===== src/sv/cmsm_pkg.sv =====
package cmsm_pkg;

    localparam int SLOTS  = 4;
    localparam int CANDS  = SLOTS + 1;
    localparam int CIW    = 3;                  // candidate / physical entry index
    localparam int CW     = 32;                 // Q16.16 coordinate
    localparam int DW     = CW + 1;             // coordinate difference
    localparam int OPW    = 68;                 // multiplier operand, signed
    localparam int CHUNK  = 17;                 // multiplier bits per cycle
    localparam int NCHUNK = OPW / CHUNK;
    localparam int PW     = 2 * OPW;            // unsigned product
    localparam int AW     = PW + 2;             // signed accumulator
    localparam int THW    = 31;
    localparam int PCW    = 5;
    localparam int IDX_SUM = CANDS * (CANDS - 1) / 2;   // sum of all entry indexes

    localparam logic [THW-1:0]   THR_RESET  = 31'd1311;
    localparam logic [2*THW-1:0] THSQ_RESET = 62'd1718721;   // 1311 squared

    typedef enum logic [1:0] {
        OC_REPLACE = 2'd0,
        OC_INSERT  = 2'd1,
        OC_REDUCE  = 2'd2
    } t_outcome;

    typedef enum logic [3:0] {
        OPD_DX, OPD_DY, OPD_DZ,
        OPD_E1X, OPD_E1Y, OPD_E1Z,
        OPD_E2X, OPD_E2Y, OPD_E2Z,
        OPD_C0, OPD_C1, OPD_C2
    } t_opnd;

    typedef enum logic [2:0] {
        DST_NONE, DST_CR0, DST_CR1, DST_CR2, DST_MET
    } t_dst;

    typedef struct packed {
        t_opnd a;
        t_opnd b;
        logic  clr;     // start from zero instead of accumulator
        logic  sub;     // subtract product
        t_dst  dst;
    } t_mop;

    // program entry points
    localparam logic [PCW-1:0] PC_DIST     = 5'd0;
    localparam logic [PCW-1:0] PC_DIST_END = 5'd2;
    localparam logic [PCW-1:0] PC_AREA     = 5'd3;
    localparam logic [PCW-1:0] PC_AREA_END = 5'd11;
    localparam logic [PCW-1:0] PC_VOL      = 5'd12;
    localparam logic [PCW-1:0] PC_VOL_END  = 5'd20;

    typedef struct packed {
        logic           in_load;
        logic [CIW-1:0] rd_cand;
        logic           ld_diff;
        logic           ld_base;
        logic           ld_e01;
        logic           ld_e02;
        logic           ld_depth;
        logic           take_best;
        logic           mac_go;
        t_mop           mop;
        logic           swap;
        logic           out_load;
        t_outcome       out_kind;
        logic [1:0]     out_idx;
        logic [2:0]     out_cnt;
        logic           out_last;
    } t_dp_cmd;

    typedef struct packed {
        logic mac_done;
        logic met_lt;
        logic met_gt;
        logic le_th;
    } t_dp_sts;

    // squared distance, |e01 x d|^2, |e01 . (e02 x d)|
    function automatic t_mop mop_rom(input logic [PCW-1:0] pc);
        t_mop m;
        m = '{OPD_DX, OPD_DX, 1'b1, 1'b0, DST_NONE};
        unique case (pc)
            5'd0:  m = '{OPD_DX,  OPD_DX, 1'b1, 1'b0, DST_NONE};
            5'd1:  m = '{OPD_DY,  OPD_DY, 1'b0, 1'b0, DST_NONE};
            5'd2:  m = '{OPD_DZ,  OPD_DZ, 1'b0, 1'b0, DST_MET};
            5'd3:  m = '{OPD_E1Y, OPD_DZ, 1'b1, 1'b0, DST_NONE};
            5'd4:  m = '{OPD_E1Z, OPD_DY, 1'b0, 1'b1, DST_CR0};
            5'd5:  m = '{OPD_E1Z, OPD_DX, 1'b1, 1'b0, DST_NONE};
            5'd6:  m = '{OPD_E1X, OPD_DZ, 1'b0, 1'b1, DST_CR1};
            5'd7:  m = '{OPD_E1X, OPD_DY, 1'b1, 1'b0, DST_NONE};
            5'd8:  m = '{OPD_E1Y, OPD_DX, 1'b0, 1'b1, DST_CR2};
            5'd9:  m = '{OPD_C0,  OPD_C0, 1'b1, 1'b0, DST_NONE};
            5'd10: m = '{OPD_C1,  OPD_C1, 1'b0, 1'b0, DST_NONE};
            5'd11: m = '{OPD_C2,  OPD_C2, 1'b0, 1'b0, DST_MET};
            5'd12: m = '{OPD_E2Y, OPD_DZ, 1'b1, 1'b0, DST_NONE};
            5'd13: m = '{OPD_E2Z, OPD_DY, 1'b0, 1'b1, DST_CR0};
            5'd14: m = '{OPD_E2Z, OPD_DX, 1'b1, 1'b0, DST_NONE};
            5'd15: m = '{OPD_E2X, OPD_DZ, 1'b0, 1'b1, DST_CR1};
            5'd16: m = '{OPD_E2X, OPD_DY, 1'b1, 1'b0, DST_NONE};
            5'd17: m = '{OPD_E2Y, OPD_DX, 1'b0, 1'b1, DST_CR2};
            5'd18: m = '{OPD_E1X, OPD_C0, 1'b1, 1'b0, DST_NONE};
            5'd19: m = '{OPD_E1Y, OPD_C1, 1'b0, 1'b0, DST_NONE};
            5'd20: m = '{OPD_E1Z, OPD_C2, 1'b0, 1'b0, DST_MET};
            default: m = '{OPD_DX, OPD_DX, 1'b1, 1'b0, DST_NONE};
        endcase
        return m;
    endfunction

endpackage


===== src/sv/cmsm_ctrl.sv =====
module cmsm_ctrl
    import cmsm_pkg::*;
(
    input  logic     i_clk,
    input  logic     i_rst_n,
    input  logic     i_in_valid,
    output logic     o_in_ready,
    input  logic     i_out_ready,
    output logic     o_out_valid,
    input  t_dp_sts  i_sts,
    output t_dp_cmd  o_cmd,
    output logic [2:0] o_occ
);

    typedef enum logic [3:0] {
        S_IDLE, S_LOAD, S_GO, S_WAIT, S_DEEP, S_EVAL, S_PHEND, S_REP, S_INS, S_ROUT
    } t_state;

    typedef enum logic [2:0] {
        PH_MATCH, PH_DEEP, PH_FAR, PH_AREA, PH_VOL
    } t_phase;

    t_state          r_state, n_state;
    t_phase          r_phase, n_phase;
    logic [CIW-1:0]  r_c, n_c;
    logic [PCW-1:0]  r_pc, n_pc;
    logic            r_first, n_first;
    logic [CIW-1:0]  r_bidx, n_bidx;
    logic [CANDS-1:0] r_used, n_used;
    logic [CIW-1:0]  r_sel [SLOTS];
    logic [CIW-1:0]  n_sel [SLOTS];
    logic [1:0]      r_k, n_k;
    logic [2:0]      r_occ, n_occ;
    logic            r_out_valid, n_out_valid;

    logic            w_out_free;
    logic            w_better;
    logic [CIW-1:0]  w_lim;
    logic [CIW-1:0]  w_next;
    logic [CANDS-1:0] w_used_b;
    logic [PCW-1:0]  w_pstart;
    logic [PCW-1:0]  w_pend;

    // lowest unused candidate at or above start, CANDS if none
    function automatic logic [CIW-1:0] nxt(input logic [CIW-1:0] start,
                                           input logic [CANDS-1:0] used);
        logic [CIW-1:0] r;
        r = CIW'(CANDS);
        for (int i = CANDS - 1; i >= 0; i--) begin
            if (CIW'(i) >= start && !used[i]) r = CIW'(i);
        end
        return r;
    endfunction

    assign w_out_free = !r_out_valid || i_out_ready;
    assign w_lim      = (r_phase == PH_MATCH) ? r_occ : CIW'(CANDS);
    assign w_next     = nxt(r_c + 1'b1, r_used);
    assign w_used_b   = r_used | (CANDS'(1) << r_bidx);
    assign w_better   = r_first || ((r_phase == PH_MATCH) ? i_sts.met_lt : i_sts.met_gt);

    always_comb begin
        unique case (r_phase)
            PH_AREA: begin w_pstart = PC_AREA; w_pend = PC_AREA_END; end
            PH_VOL:  begin w_pstart = PC_VOL;  w_pend = PC_VOL_END;  end
            default: begin w_pstart = PC_DIST; w_pend = PC_DIST_END; end
        endcase
    end

    always_comb begin
        n_state = r_state;
        n_phase = r_phase;
        n_c     = r_c;
        n_pc    = r_pc;
        n_first = r_first;
        n_bidx  = r_bidx;
        n_used  = r_used;
        n_sel   = r_sel;
        n_k     = r_k;
        n_occ   = r_occ;
        n_out_valid = (r_out_valid && i_out_ready) ? 1'b0 : r_out_valid;
        o_cmd   = '0;

        unique case (r_state)
            S_IDLE: begin
                if (i_in_valid) begin
                    o_cmd.in_load = 1'b1;
                    if (r_occ == '0) begin
                        n_state = S_INS;
                    end else begin
                        n_phase = PH_MATCH;
                        n_c     = '0;
                        n_first = 1'b1;
                        n_used  = '0;
                        n_state = S_LOAD;
                    end
                end
            end
            S_LOAD: begin
                o_cmd.rd_cand = r_c;
                o_cmd.ld_diff = 1'b1;
                n_pc          = w_pstart;
                n_state       = S_GO;
            end
            S_GO: begin
                o_cmd.mac_go = 1'b1;
                o_cmd.mop    = mop_rom(r_pc);
                n_state      = S_WAIT;
            end
            S_WAIT: begin
                if (i_sts.mac_done) begin
                    if (r_pc == w_pend) begin
                        n_state = S_EVAL;
                    end else begin
                        n_pc    = r_pc + 1'b1;
                        n_state = S_GO;
                    end
                end
            end
            S_DEEP: begin
                o_cmd.rd_cand  = r_c;
                o_cmd.ld_depth = 1'b1;
                n_state        = S_EVAL;
            end
            S_EVAL: begin
                if (w_better) begin
                    o_cmd.take_best = 1'b1;
                    n_bidx          = r_c;
                    n_first         = 1'b0;
                end
                if (w_next < w_lim) begin
                    n_c     = w_next;
                    n_state = (r_phase == PH_DEEP) ? S_DEEP : S_LOAD;
                end else begin
                    n_state = S_PHEND;
                end
            end
            S_PHEND: begin
                o_cmd.rd_cand = r_bidx;
                n_first       = 1'b1;
                unique case (r_phase)
                    PH_MATCH: begin
                        if (i_sts.le_th) begin
                            n_state = S_REP;
                        end else if (r_occ < 3'(SLOTS)) begin
                            n_state = S_INS;
                        end else begin
                            n_phase = PH_DEEP;
                            n_c     = '0;
                            n_used  = '0;
                            n_state = S_DEEP;
                        end
                    end
                    PH_DEEP: begin
                        n_sel[0]      = r_bidx;
                        n_used        = w_used_b;
                        o_cmd.ld_base = 1'b1;
                        n_phase       = PH_FAR;
                        n_c           = nxt('0, w_used_b);
                        n_state       = S_LOAD;
                    end
                    PH_FAR: begin
                        n_sel[1]     = r_bidx;
                        n_used       = w_used_b;
                        o_cmd.ld_e01 = 1'b1;
                        n_phase      = PH_AREA;
                        n_c          = nxt('0, w_used_b);
                        n_state      = S_LOAD;
                    end
                    PH_AREA: begin
                        n_sel[2]     = r_bidx;
                        n_used       = w_used_b;
                        o_cmd.ld_e02 = 1'b1;
                        n_phase      = PH_VOL;
                        n_c          = nxt('0, w_used_b);
                        n_state      = S_LOAD;
                    end
                    default: begin
                        n_sel[3] = r_bidx;
                        n_k      = '0;
                        n_state  = S_ROUT;
                    end
                endcase
            end
            S_REP: begin
                if (w_out_free) begin
                    o_cmd.rd_cand  = r_bidx;
                    o_cmd.out_load = 1'b1;
                    o_cmd.out_kind = OC_REPLACE;
                    o_cmd.out_idx  = r_bidx[1:0];
                    o_cmd.out_cnt  = r_occ;
                    o_cmd.out_last = 1'b1;
                    o_cmd.swap     = 1'b1;
                    n_out_valid    = 1'b1;
                    n_state        = S_IDLE;
                end
            end
            S_INS: begin
                if (w_out_free) begin
                    o_cmd.out_load = 1'b1;
                    o_cmd.out_kind = OC_INSERT;
                    o_cmd.out_idx  = r_occ[1:0];
                    o_cmd.out_cnt  = r_occ + 1'b1;
                    o_cmd.out_last = 1'b1;
                    o_cmd.swap     = 1'b1;
                    n_occ          = r_occ + 1'b1;
                    n_out_valid    = 1'b1;
                    n_state        = S_IDLE;
                end
            end
            S_ROUT: begin
                if (w_out_free) begin
                    o_cmd.rd_cand  = r_sel[r_k];
                    o_cmd.out_load = 1'b1;
                    o_cmd.out_kind = OC_REDUCE;
                    o_cmd.out_idx  = r_k;
                    o_cmd.out_cnt  = 3'(SLOTS);
                    o_cmd.out_last = (r_k == 2'(SLOTS - 1));
                    n_out_valid    = 1'b1;
                    n_k            = r_k + 1'b1;
                    if (r_k == 2'(SLOTS - 1)) begin
                        n_state = S_IDLE;
                    end
                end
            end
            default: n_state = S_IDLE;
        endcase
    end

    always_ff @(posedge i_clk) begin
        if (!i_rst_n) begin
            r_state     <= S_IDLE;
            r_phase     <= PH_MATCH;
            r_c         <= '0;
            r_pc        <= '0;
            r_first     <= 1'b1;
            r_bidx      <= '0;
            r_used      <= '0;
            r_k         <= '0;
            r_occ       <= '0;
            r_out_valid <= 1'b0;
            for (int i = 0; i < SLOTS; i++) begin
                r_sel[i] <= '0;
            end
        end else begin
            r_state     <= n_state;
            r_phase     <= n_phase;
            r_c         <= n_c;
            r_pc        <= n_pc;
            r_first     <= n_first;
            r_bidx      <= n_bidx;
            r_used      <= n_used;
            r_sel       <= n_sel;
            r_k         <= n_k;
            r_occ       <= n_occ;
            r_out_valid <= n_out_valid;
        end
    end

    assign o_in_ready  = (r_state == S_IDLE);
    assign o_out_valid = r_out_valid;
    assign o_occ       = r_occ;

endmodule


===== config.mk =====
export PLATFORM = sky130hd
export DESIGN_NAME = cmsm_ctrl
export DESIGN_NICKNAME = d
export VERILOG_FILES = /design/src/sv/cmsm_pkg.sv /design/src/sv/cmsm_ctrl.sv
export SDC_FILE = /design/constraint.sdc
export NUM_CORES = 1
export LEC_CHECK = 0
export BUFFER_PORTS_ARGS = -buffer_cell sky130_fd_sc_hd__buf_4
export CAP_MARGIN = 40
export CORE_MARGIN = 1
export CORE_UTILIZATION = 30
export CTS_CLUSTER_SIZE = 16
export DETAILED_ROUTE_END_ITERATION = 16
export PLACE_DENSITY_LB_ADDON = 0.05
export SLEW_MARGIN = 5
export SYNTH_ARGS = -nofsm -noshare
export SYNTH_HDL_FRONTEND = slang
export SYNTH_SLANG_ARGS = --single-unit

===== constraint.sdc =====
create_clock -name i_clk -period 3.1 [get_ports i_clk]
set_input_delay 0.62 -clock i_clk [delete_from_list [all_inputs] [get_ports i_clk]]
set_output_delay 0.62 -clock i_clk [all_outputs]
set_load 0.05 [all_outputs]

==> results of run 1 <==
## per-stage QoR
| stage | instance area (µm²) | hold WS, ns |
|---|---|---|
| global placement | 4460 | 0.460 |
| finish | 4620 | 0.472 |
| detailed placement | 4460 | 0.467 |
| CTS | 4610 | 0.477 |
| global route | 4620 | 0.488 |
| floorplan | 3840 | 0.433 |
## layout make-up
class                   count  area [µm²]
fillers                  1339        7590
multi-input cells         381        2530
flip-flops and latches     54        1080
repair buffers             73         548
well taps                 168         210
clock buffers               5         125
inverters                  28         109
clock inverters             3        25.0
## kinds of logic (layout without fill, tap and decap cells)
group           count (synthesis)  count (layout)  synth area share
compound gates                126             126             0.223
flops                          54              54             0.282
simple gates                  212             212             0.296
xor+xnor                        5               5            0.0114
fa+ha+maj                      14              14            0.0457
other cells                     1               1          0.000978
buf+inv                        59             109            0.0646
mux                            23              23            0.0764
## layout by cell type, fill, tap and decap left out, drive strengths merged, types with 6 or more instances in the layout
| cell type | instances |
|---|---|
| mux2 | 7 |
| nor2 | 51 |
| nand2 | 54 |
| and2 | 16 |
| o21ai | 25 |
| dfxtp | 54 |
| a22oi | 7 |
| or3 | 6 |
| a21oi | 36 |
| nand3 | 20 |
| nor2b | 9 |
| mux2i | 13 |
| ha | 14 |
| nand2b | 6 |
| nor3 | 21 |
| o211ai | 10 |
| buf | 73 |
| inv | 28 |
## worst max-delay path by stage
stage / end / slack [ns] / cells after the start
6_report: o_cmd[3] / 0.19 / 8
5_1_grt: r_c[1]$_SDFFE_PN0P_ / 0.009 / 13
4_1_cts: o_cmd[3] / 0.09 / 8
3_5_place_dp: flop / 0.19 / 12
3_3_place_gp: r_c[2]$_SDFFE_PN0P_ / 0.21 / 13
2_1_floorplan: o_cmd[3] / 0.03 / 6
## power groups by stage
stage / clock network, mW / logic, mW / registers, mW
3_5_place_dp: 0 / 1.10 / 0.827
2_1_floorplan: 0 / 0.760 / 0.853
4_1_cts: 0.618 / 1.11 / 0.811
5_1_grt: 0.641 / 1.21 / 0.821
3_3_place_gp: 0 / 1.11 / 0.829
6_report: 0.594 / 1.11 / 0.810
## layer usage
metal  track usage  part of all wire  wire length [µm]  vias up
li1              -                 -                 -     1874
met1         0.235              0.45              5260     1796
met3        0.0264             0.032               379       16
met2         0.331              0.50              5960       73
met5             0                 0                 0        -
met4        0.0710             0.018               214        0
## critical path: stages (launching register included)
cell,delay (ns)
dfxtp_1,0.37
buf_4,0.19
nor2_2,0.20
nand2_1,0.10
or3_1,0.43
clkinvlp_4,0.17
nand2_1,0.10
o211ai_1,0.19
buf_4,0.23
## timing repair
action / 4_1_cts / 5_1_grt
resized for setup: 0 / 3
buffers inserted: 0 / 0
endpoints found under the setup margin: 0 / 5
## Yosys cell counts (4+ instances only)
cell type,number,area share
mux2_2,6,0.018
or3_1,6,0.0098
nand3_1,20,0.026
buf_2,6,0.0078
buf_4,5,0.0098
ha_1,14,0.046
nand2b_1,6,0.0098
nand2_1,53,0.052
o211ai_1,10,0.020
nor2_1,51,0.050
nor2b_1,9,0.015
a21oi_1,36,0.047
o32ai_1,5,0.011
inv_1,25,0.024
nor3_1,19,0.025
a211o_1,4,0.0091
a21o_1,4,0.0078
a31oi_1,4,0.0065
mux2i_1,12,0.031
and2_1,16,0.026
o21ai_0,25,0.033
a211oi_1,4,0.0078
a22oi_1,7,0.014
dfxtp_1,54,0.28
clkbuf_1,20,0.020
==> impl_results.md, run 1 <==
* Largest net degree at the start of global routing at 29
* Worst Setup SP: r_state[1]$_SDFFE_PN0P_
* H-tree lvl count at 2
* Dpl ws at 0.187 ns
* YS warnings at 0
* Clk pin slew, worst setup/hold paths at 0.07 ns
* Sw frac at 0.431
* Combinational power share at 0.441
* Post-route insts no fill at 712
* Worst setup margin at 0.191 ns
* Dpl cells at 704
* Synthesized flop and latch total at 54
* Worst hold path class: flop to flop
* Clock Skews at 0.00610 ns
* Pins Over Slew Limit at 0
* Setup Viol. Count Final at 0
* FF-to-FF Start: r_phase[2]$_SDFFE_PN0P_
* CP Launch Type: flop
* FFs w/ async S/R, synth at 0
* Worst-Margin Slew at 0.637 ns
* Starting Density at 0.314
* Final hold violation count at 0
* Peak VDD IR at 0.211 mV
* DR iter-0 viols at 212
* EDFF count, synth at 0
* Setup_tns at 0 ns
* Number of antenna diodes at 0
* Netlist cell types at 76
* Unrepaired setup endpoints after global routing: no
* Core area at 0.0122 mm²
* Max_cap viols at 0
* Rel. slew slack at 0.575
* Synthesized area at 0.00383 mm²
* I/O Pins at 47
* CTS tree: done
* Critical Path End Type: output port
* DRC Markers at 0
* Syn Nets at 516
* Net switching power figure at 1.08 mW
* Initial antenna violation count at 0
* Status: completed
* Clock Power Share at 0.236
* First-pass GRT wire length at 19000 µm
* Final core utilization at 0.379
* Sequential area share after synthesis at 0.282
* Crit-path max FO at 10
* Total power at 2.51 mW
* Worst path required time at 2.48 ns
* Skew-Pair Late Insertion Delay at 0.31 ns
* Critical path type: flop to output port
* Vias/cell at 5.28
* GRT overflow at 0
* Die Ht at 115 µm
* Max Clk Rate at 344 MHz
* CTS root buffer: clkbuf_16
* Internal power at 1.43 mW
* Sink Count at 54
* Vias in the first global route at 3599
* Crit share post-route at 0.938
* Static leakage at 1.96 nW
* Fin nets at 565
* Area grow syn2layout at 20.7%
* CTS Buf Count at 5
* Routed Wire Length at 11800 µm
* PD cells at 543 mW/mm²
* Clock buffer depth at 2
* Avg WL per Cell at 16.6 µm
* Hold path depth at 2
* Die X at 115 µm
* Share of power burned in registers at 0.322
* Reg2Reg Depth at 10
* Via count at 3759
* Avg Inst Size Synth at 7.76 µm²
* Pre-antenna DRT Iters at 5
* R2R Setup Slk at 0.24 ns
* I/O Buffers at 45
* Worst Hold End: r_sel[0]$_SDFFE_PN0P_
* Share of layout cells above drive strength 1 at 0.211
* Post-synthesis instance total at 494
* DRT antenna net count at 0
* Num rows at 40
* Worst hold start: r_sel[0]$_SDFFE_PN0P_
* Primary FF master, synth: dfxtp_1
* Die ar. at 0.0132 mm²
* Hold buffers post-CTS at 0
* Crit path DAT at 2.29 ns
* Min Clock Period, post-route at 2.91 ns
* GP Congestion at 0.871
* Post-DP HPWL at 9210 µm
* Gr usage total at 0.189
Power figures use the tool's default switching activity.
==> inputs of run 2 (changes only) <==
- ABC_AREA: unset -> 1
- CORE_UTILIZATION: 30 -> 58
==> impl_results.md, run 2 <==
* Unrepaired setup endpoints after global routing: no (unchanged)
* Min Clock Period, post-route at 2.80 ns (was 2.91 ns)
* Setup Viol. Count Final at 0 (unchanged)
* Met1 Resource Use GR at 0.419 (was 0.235)
* Sw frac at 0.496 (was 0.431)
* Met2 Track Usage GR at 0.509 (was 0.331)
* Met3 Use GR at 0.0400 (was 0.0264)
* CTS root buffer: clkbuf_8 (was clkbuf_16)
* Sink Count at 54 (unchanged)
* Static leakage at 1.99 nW (was 1.96 nW)
* Reg2Reg Depth at 13 (was 10)
* Vias/cell at 5.66 (was 5.28)
* Hold buffers post-CTS at 0 (unchanged)
* CP Launch Type: flop (unchanged)
* Die X at 80.0 µm (was 115 µm)
* Pins Over Slew Limit at 0 (unchanged)
* Post-DP HPWL at 7290 µm (was 9210 µm)
* I/O Buffers at 45 (unchanged)
* DRT antenna net count at 0 (unchanged)
* Avg Inst Size Synth at 6.27 µm² (was 7.76 µm²)
* Gr usage total at 0.314 (was 0.189)
* Clock Power Share at 0.152 (was 0.236)
* Worst hold start: r_used[1]$_SDFFE_PN0P_ (was r_sel[0]$_SDFFE_PN0P_)
* I/O Pins at 47 (unchanged)
* Num rows at 28 (was 40)
* Initial antenna violation count at 0 (unchanged)
* Netlist cell types at 41 (was 76)
* EDFF count, synth at 0 (unchanged)
* FF-to-FF Start: r_c[1]$_SDFFE_PN0P_ (was r_phase[2]$_SDFFE_PN0P_)
* Worst-Margin Slew at 0.642 ns (was 0.637 ns)
* Synthesized flop and latch total at 54 (unchanged)
* DRC Markers at 0 (unchanged)
* Net switching power figure at 1.40 mW (was 1.08 mW)
* PD cells at 701 mW/mm² (was 543 mW/mm²)
* Rel. slew slack at 0.570 (was 0.575)
* Most frequent cell after synthesis: nand2_1 (was dfxtp_1)
* Crit-path max FO at 8 (was 10)
* FFs w/ async S/R, synth at 0 (unchanged)
* Clock buffer depth at 2 (unchanged)
* Post-CTS Setup Inserts at 0 (unchanged)
* Die ar. at 0.00641 mm² (was 0.0132 mm²)
* Syn Nets at 585 (was 516)
* Worst Setup SP: r_state[0]$_SDFFE_PN0P_ (was r_state[1]$_SDFFE_PN0P_)
* Pre-antenna DRT Iters at 4 (was 5)
* Cell taking the most area after synthesis: dfxtp_1 (unchanged)
* GP Congestion at 1.02 (was 0.871)
* Final core utilization at 0.682 (was 0.379)
* Top cells by count, synth: 141 x nand2_1, 78 x inv_1, 60 x nor2_1, 54 x dfxtp_1, 49 x nand3_1 (was 54 x dfxtp_1, 53 x nand2_1, 51 x nor2_1, 36 x a21oi_1)
* Sequential area share after synthesis at 0.306 (was 0.282)
* Peak VDD IR at 0.497 mV (was 0.211 mV)
* GRT overflow at 0 (unchanged)
* Post-CTS resize count at 0 (unchanged)
* Internal power at 1.42 mW (was 1.43 mW)
* Total power at 2.81 mW (was 2.51 mW)
* Die Ht at 80.0 µm (was 115 µm)
* Worst hold margin at 0.495 ns (was 0.472 ns)
* Fillers at 540 (was 1339)
* Crit share post-route at 0.904 (was 0.938)
* Via count at 3851 (was 3759)
* Reg-to-reg critical path endpoint: r_c[2]$_SDFFE_PN0P_
* CTS tree: done (unchanged)
* Largest net degree at the start of global routing at 34 (was 29)
* Max_cap viols at 0 (unchanged)
* Area contributors post-synth: dfxtp_1 31%, nand2_1 15%, inv_1 8.3%, nand3_1 6.9%, a21oi_1 6.4% (was dfxtp_1 28%, nand2_1 5.2%, nor2_1 5.0%, a21oi_1 4.7%, ha_1 4.6%)
* Synthesized area at 0.00353 mm² (was 0.00383 mm²)
* Share of layout cells above drive strength 1 at 0.140 (was 0.211)
* Yosys top cell area share at 0.306 (was 0.282)
* Status: completed (unchanged)
* Area grow syn2layout at 13.6% (was 20.7%)
* Vias in the first global route at 3508 (was 3599)
* Avg WL per Cell at 13.9 µm (was 16.6 µm)
* GR peak layer: met2 (unchanged)
* Combinational power share at 0.528 (was 0.441)
* Critical path type: flop to output port (unchanged)
* Worst hold path class: flop to flop (unchanged)
* Post-synthesis instance total at 563 (was 494)
* Setup_tns at 0 ns (unchanged)
* Fin nets at 626 (was 565)
* Clk pin slew, worst setup/hold paths at 0.11 ns (was 0.07 ns)
* Most frequent cells in the layout: 141 x nand2_1, 78 x inv_1, 59 x nor2_1 (was 73 x buf_4, 54 x dfxtp_1, 53 x nand2_1)
* H-tree lvl count at 2 (unchanged)
* Primary FF master, synth: dfxtp_1 (unchanged)
* Starting Density at 0.600 (was 0.314)
* Max Clk Rate at 357 MHz (was 344 MHz)
* CTS Buf Count at 5 (unchanged)
* Skew-Pair Late Insertion Delay at 0.31 ns (about the same)
* Share of power burned in registers at 0.320 (was 0.322)
* First-pass GRT wire length at 15800 µm (was 19000 µm)
* Crit path DAT at 2.18 ns (was 2.29 ns)
* Worst path required time at 2.48 ns (about the same)
* Critical Path End Type: output port (unchanged)
* Routed Wire Length at 9480 µm (was 11800 µm)
* R2R Setup Slk at 0.54 ns (was 0.24 ns)
* Core area at 0.00589 mm² (was 0.0122 mm²)
* Most common cell after layout, fill and taps aside: nand2_1 (was buf_4)
* Final hold violation count at 0 (unchanged)
* DR iter-0 viols at 366 (was 212)
* Post-Layout Inst Area at 0.00401 mm² (was 0.00462 mm²)
* Dpl cell area at 0.00392 mm² (was 0.00446 mm²)
* Worst Hold End: r_used[1]$_SDFFE_PN0P_ (was r_sel[0]$_SDFFE_PN0P_)
* Hold path depth at 2 (unchanged)
* Number of antenna diodes at 0 (unchanged)
* YS warnings at 0 (unchanged)
* Clock Skews at 0.00884 ns (was 0.00610 ns)
-- run 2: changes by cell type in the layout (fill, tap and decap cells not counted), moves of 7 or more --
cell / previous run / this run
nand3_1: 20 / 49
nor2b_1: 9 / 0
nor3_1: 18 / 2
a21oi_1: 36 / 45
buf_4: 73 / 46
o21ai_0: 24 / 35
nor2_1: 50 / 59
a22oi_1: 7 / 0
and2_1: 16 / 0
nand2_1: 53 / 141
inv_1: 24 / 78
mux2i_1: 12 / 0
o211ai_1: 10 / 3
-- run 2: worst max-delay path by stage --
stage,to,slack (ns),depth (start not counted)
floorplan,o_cmd[0],-0.30,9
CTS,o_cmd[0],0.33,6
detailed placement,o_cmd[0],0.56,9
global route,o_cmd[0],0.20,6
finish,o_cmd[0],0.30,6
global placement,o_cmd[0],0.62,9
-- run 2: kinds of logic after synthesis --
family / after synthesis / synth area share
AOI/OAI and AO/OA: 106 / 0.170
xor gates and xnor gates: 3 / 0.00744
adders and majority gates: 14 / 0.0496
buffers and inverters: 102 / 0.113
DFF: 54 / 0.306
other: 1 / 0.00106
and+or+nand+nor: 283 / 0.352
-- run 2: critical path, cell delays in order (launching register included) --
cell and delay (ns):
dfxtp_1 0.51, nand4_1 0.31, nor2_1 0.46, inv_1 0.16
nand2_1 0.12, o21a_1 0.12, buf_4 0.19
-- run 2: through the flow --
step           worst slack [ns]  std cells
5_1_grt                   0.200        680
4_1_cts                   0.332        680
3_3_place_gp              0.622        672
6_report                  0.298        680
3_5_place_dp              0.561        672
2_1_floorplan            -0.304        563
-- run 2: power groups by stage --
stage | combinational (mW) | sequential [mW] | clock, mW
final | 1.48 | 0.901 | 0.428
after global routing | 1.67 | 0.916 | 0.463
after CTS | 1.47 | 0.899 | 0.436
after detailed placement | 1.46 | 0.915 | 0
after global placement | 1.44 | 0.910 | 0
after floorplan | 1.10 | 0.926 | 0
-- run 2: cell type report --
type | count | area (µm²) | area share
tap | 75 | 93.8 | 0.0234
clock buffer | 5 | 68.8 | 0.0171
inverter | 90 | 338 | 0.0842
sequential | 54 | 1080 | 0.269
multi-input combinational | 407 | 2060 | 0.513
clock inverter | 3 | 28.8 | 0.00717
timing repair buffer | 46 | 345 | 0.0860
-- run 2: per-layer routing --
metal / up-vias / routed length [µm]
li1: 1912 / -
met1: 1709 / 4370
met2: 204 / 4090
met3: 26 / 728
met4: 0 / 295
met5: - / 0
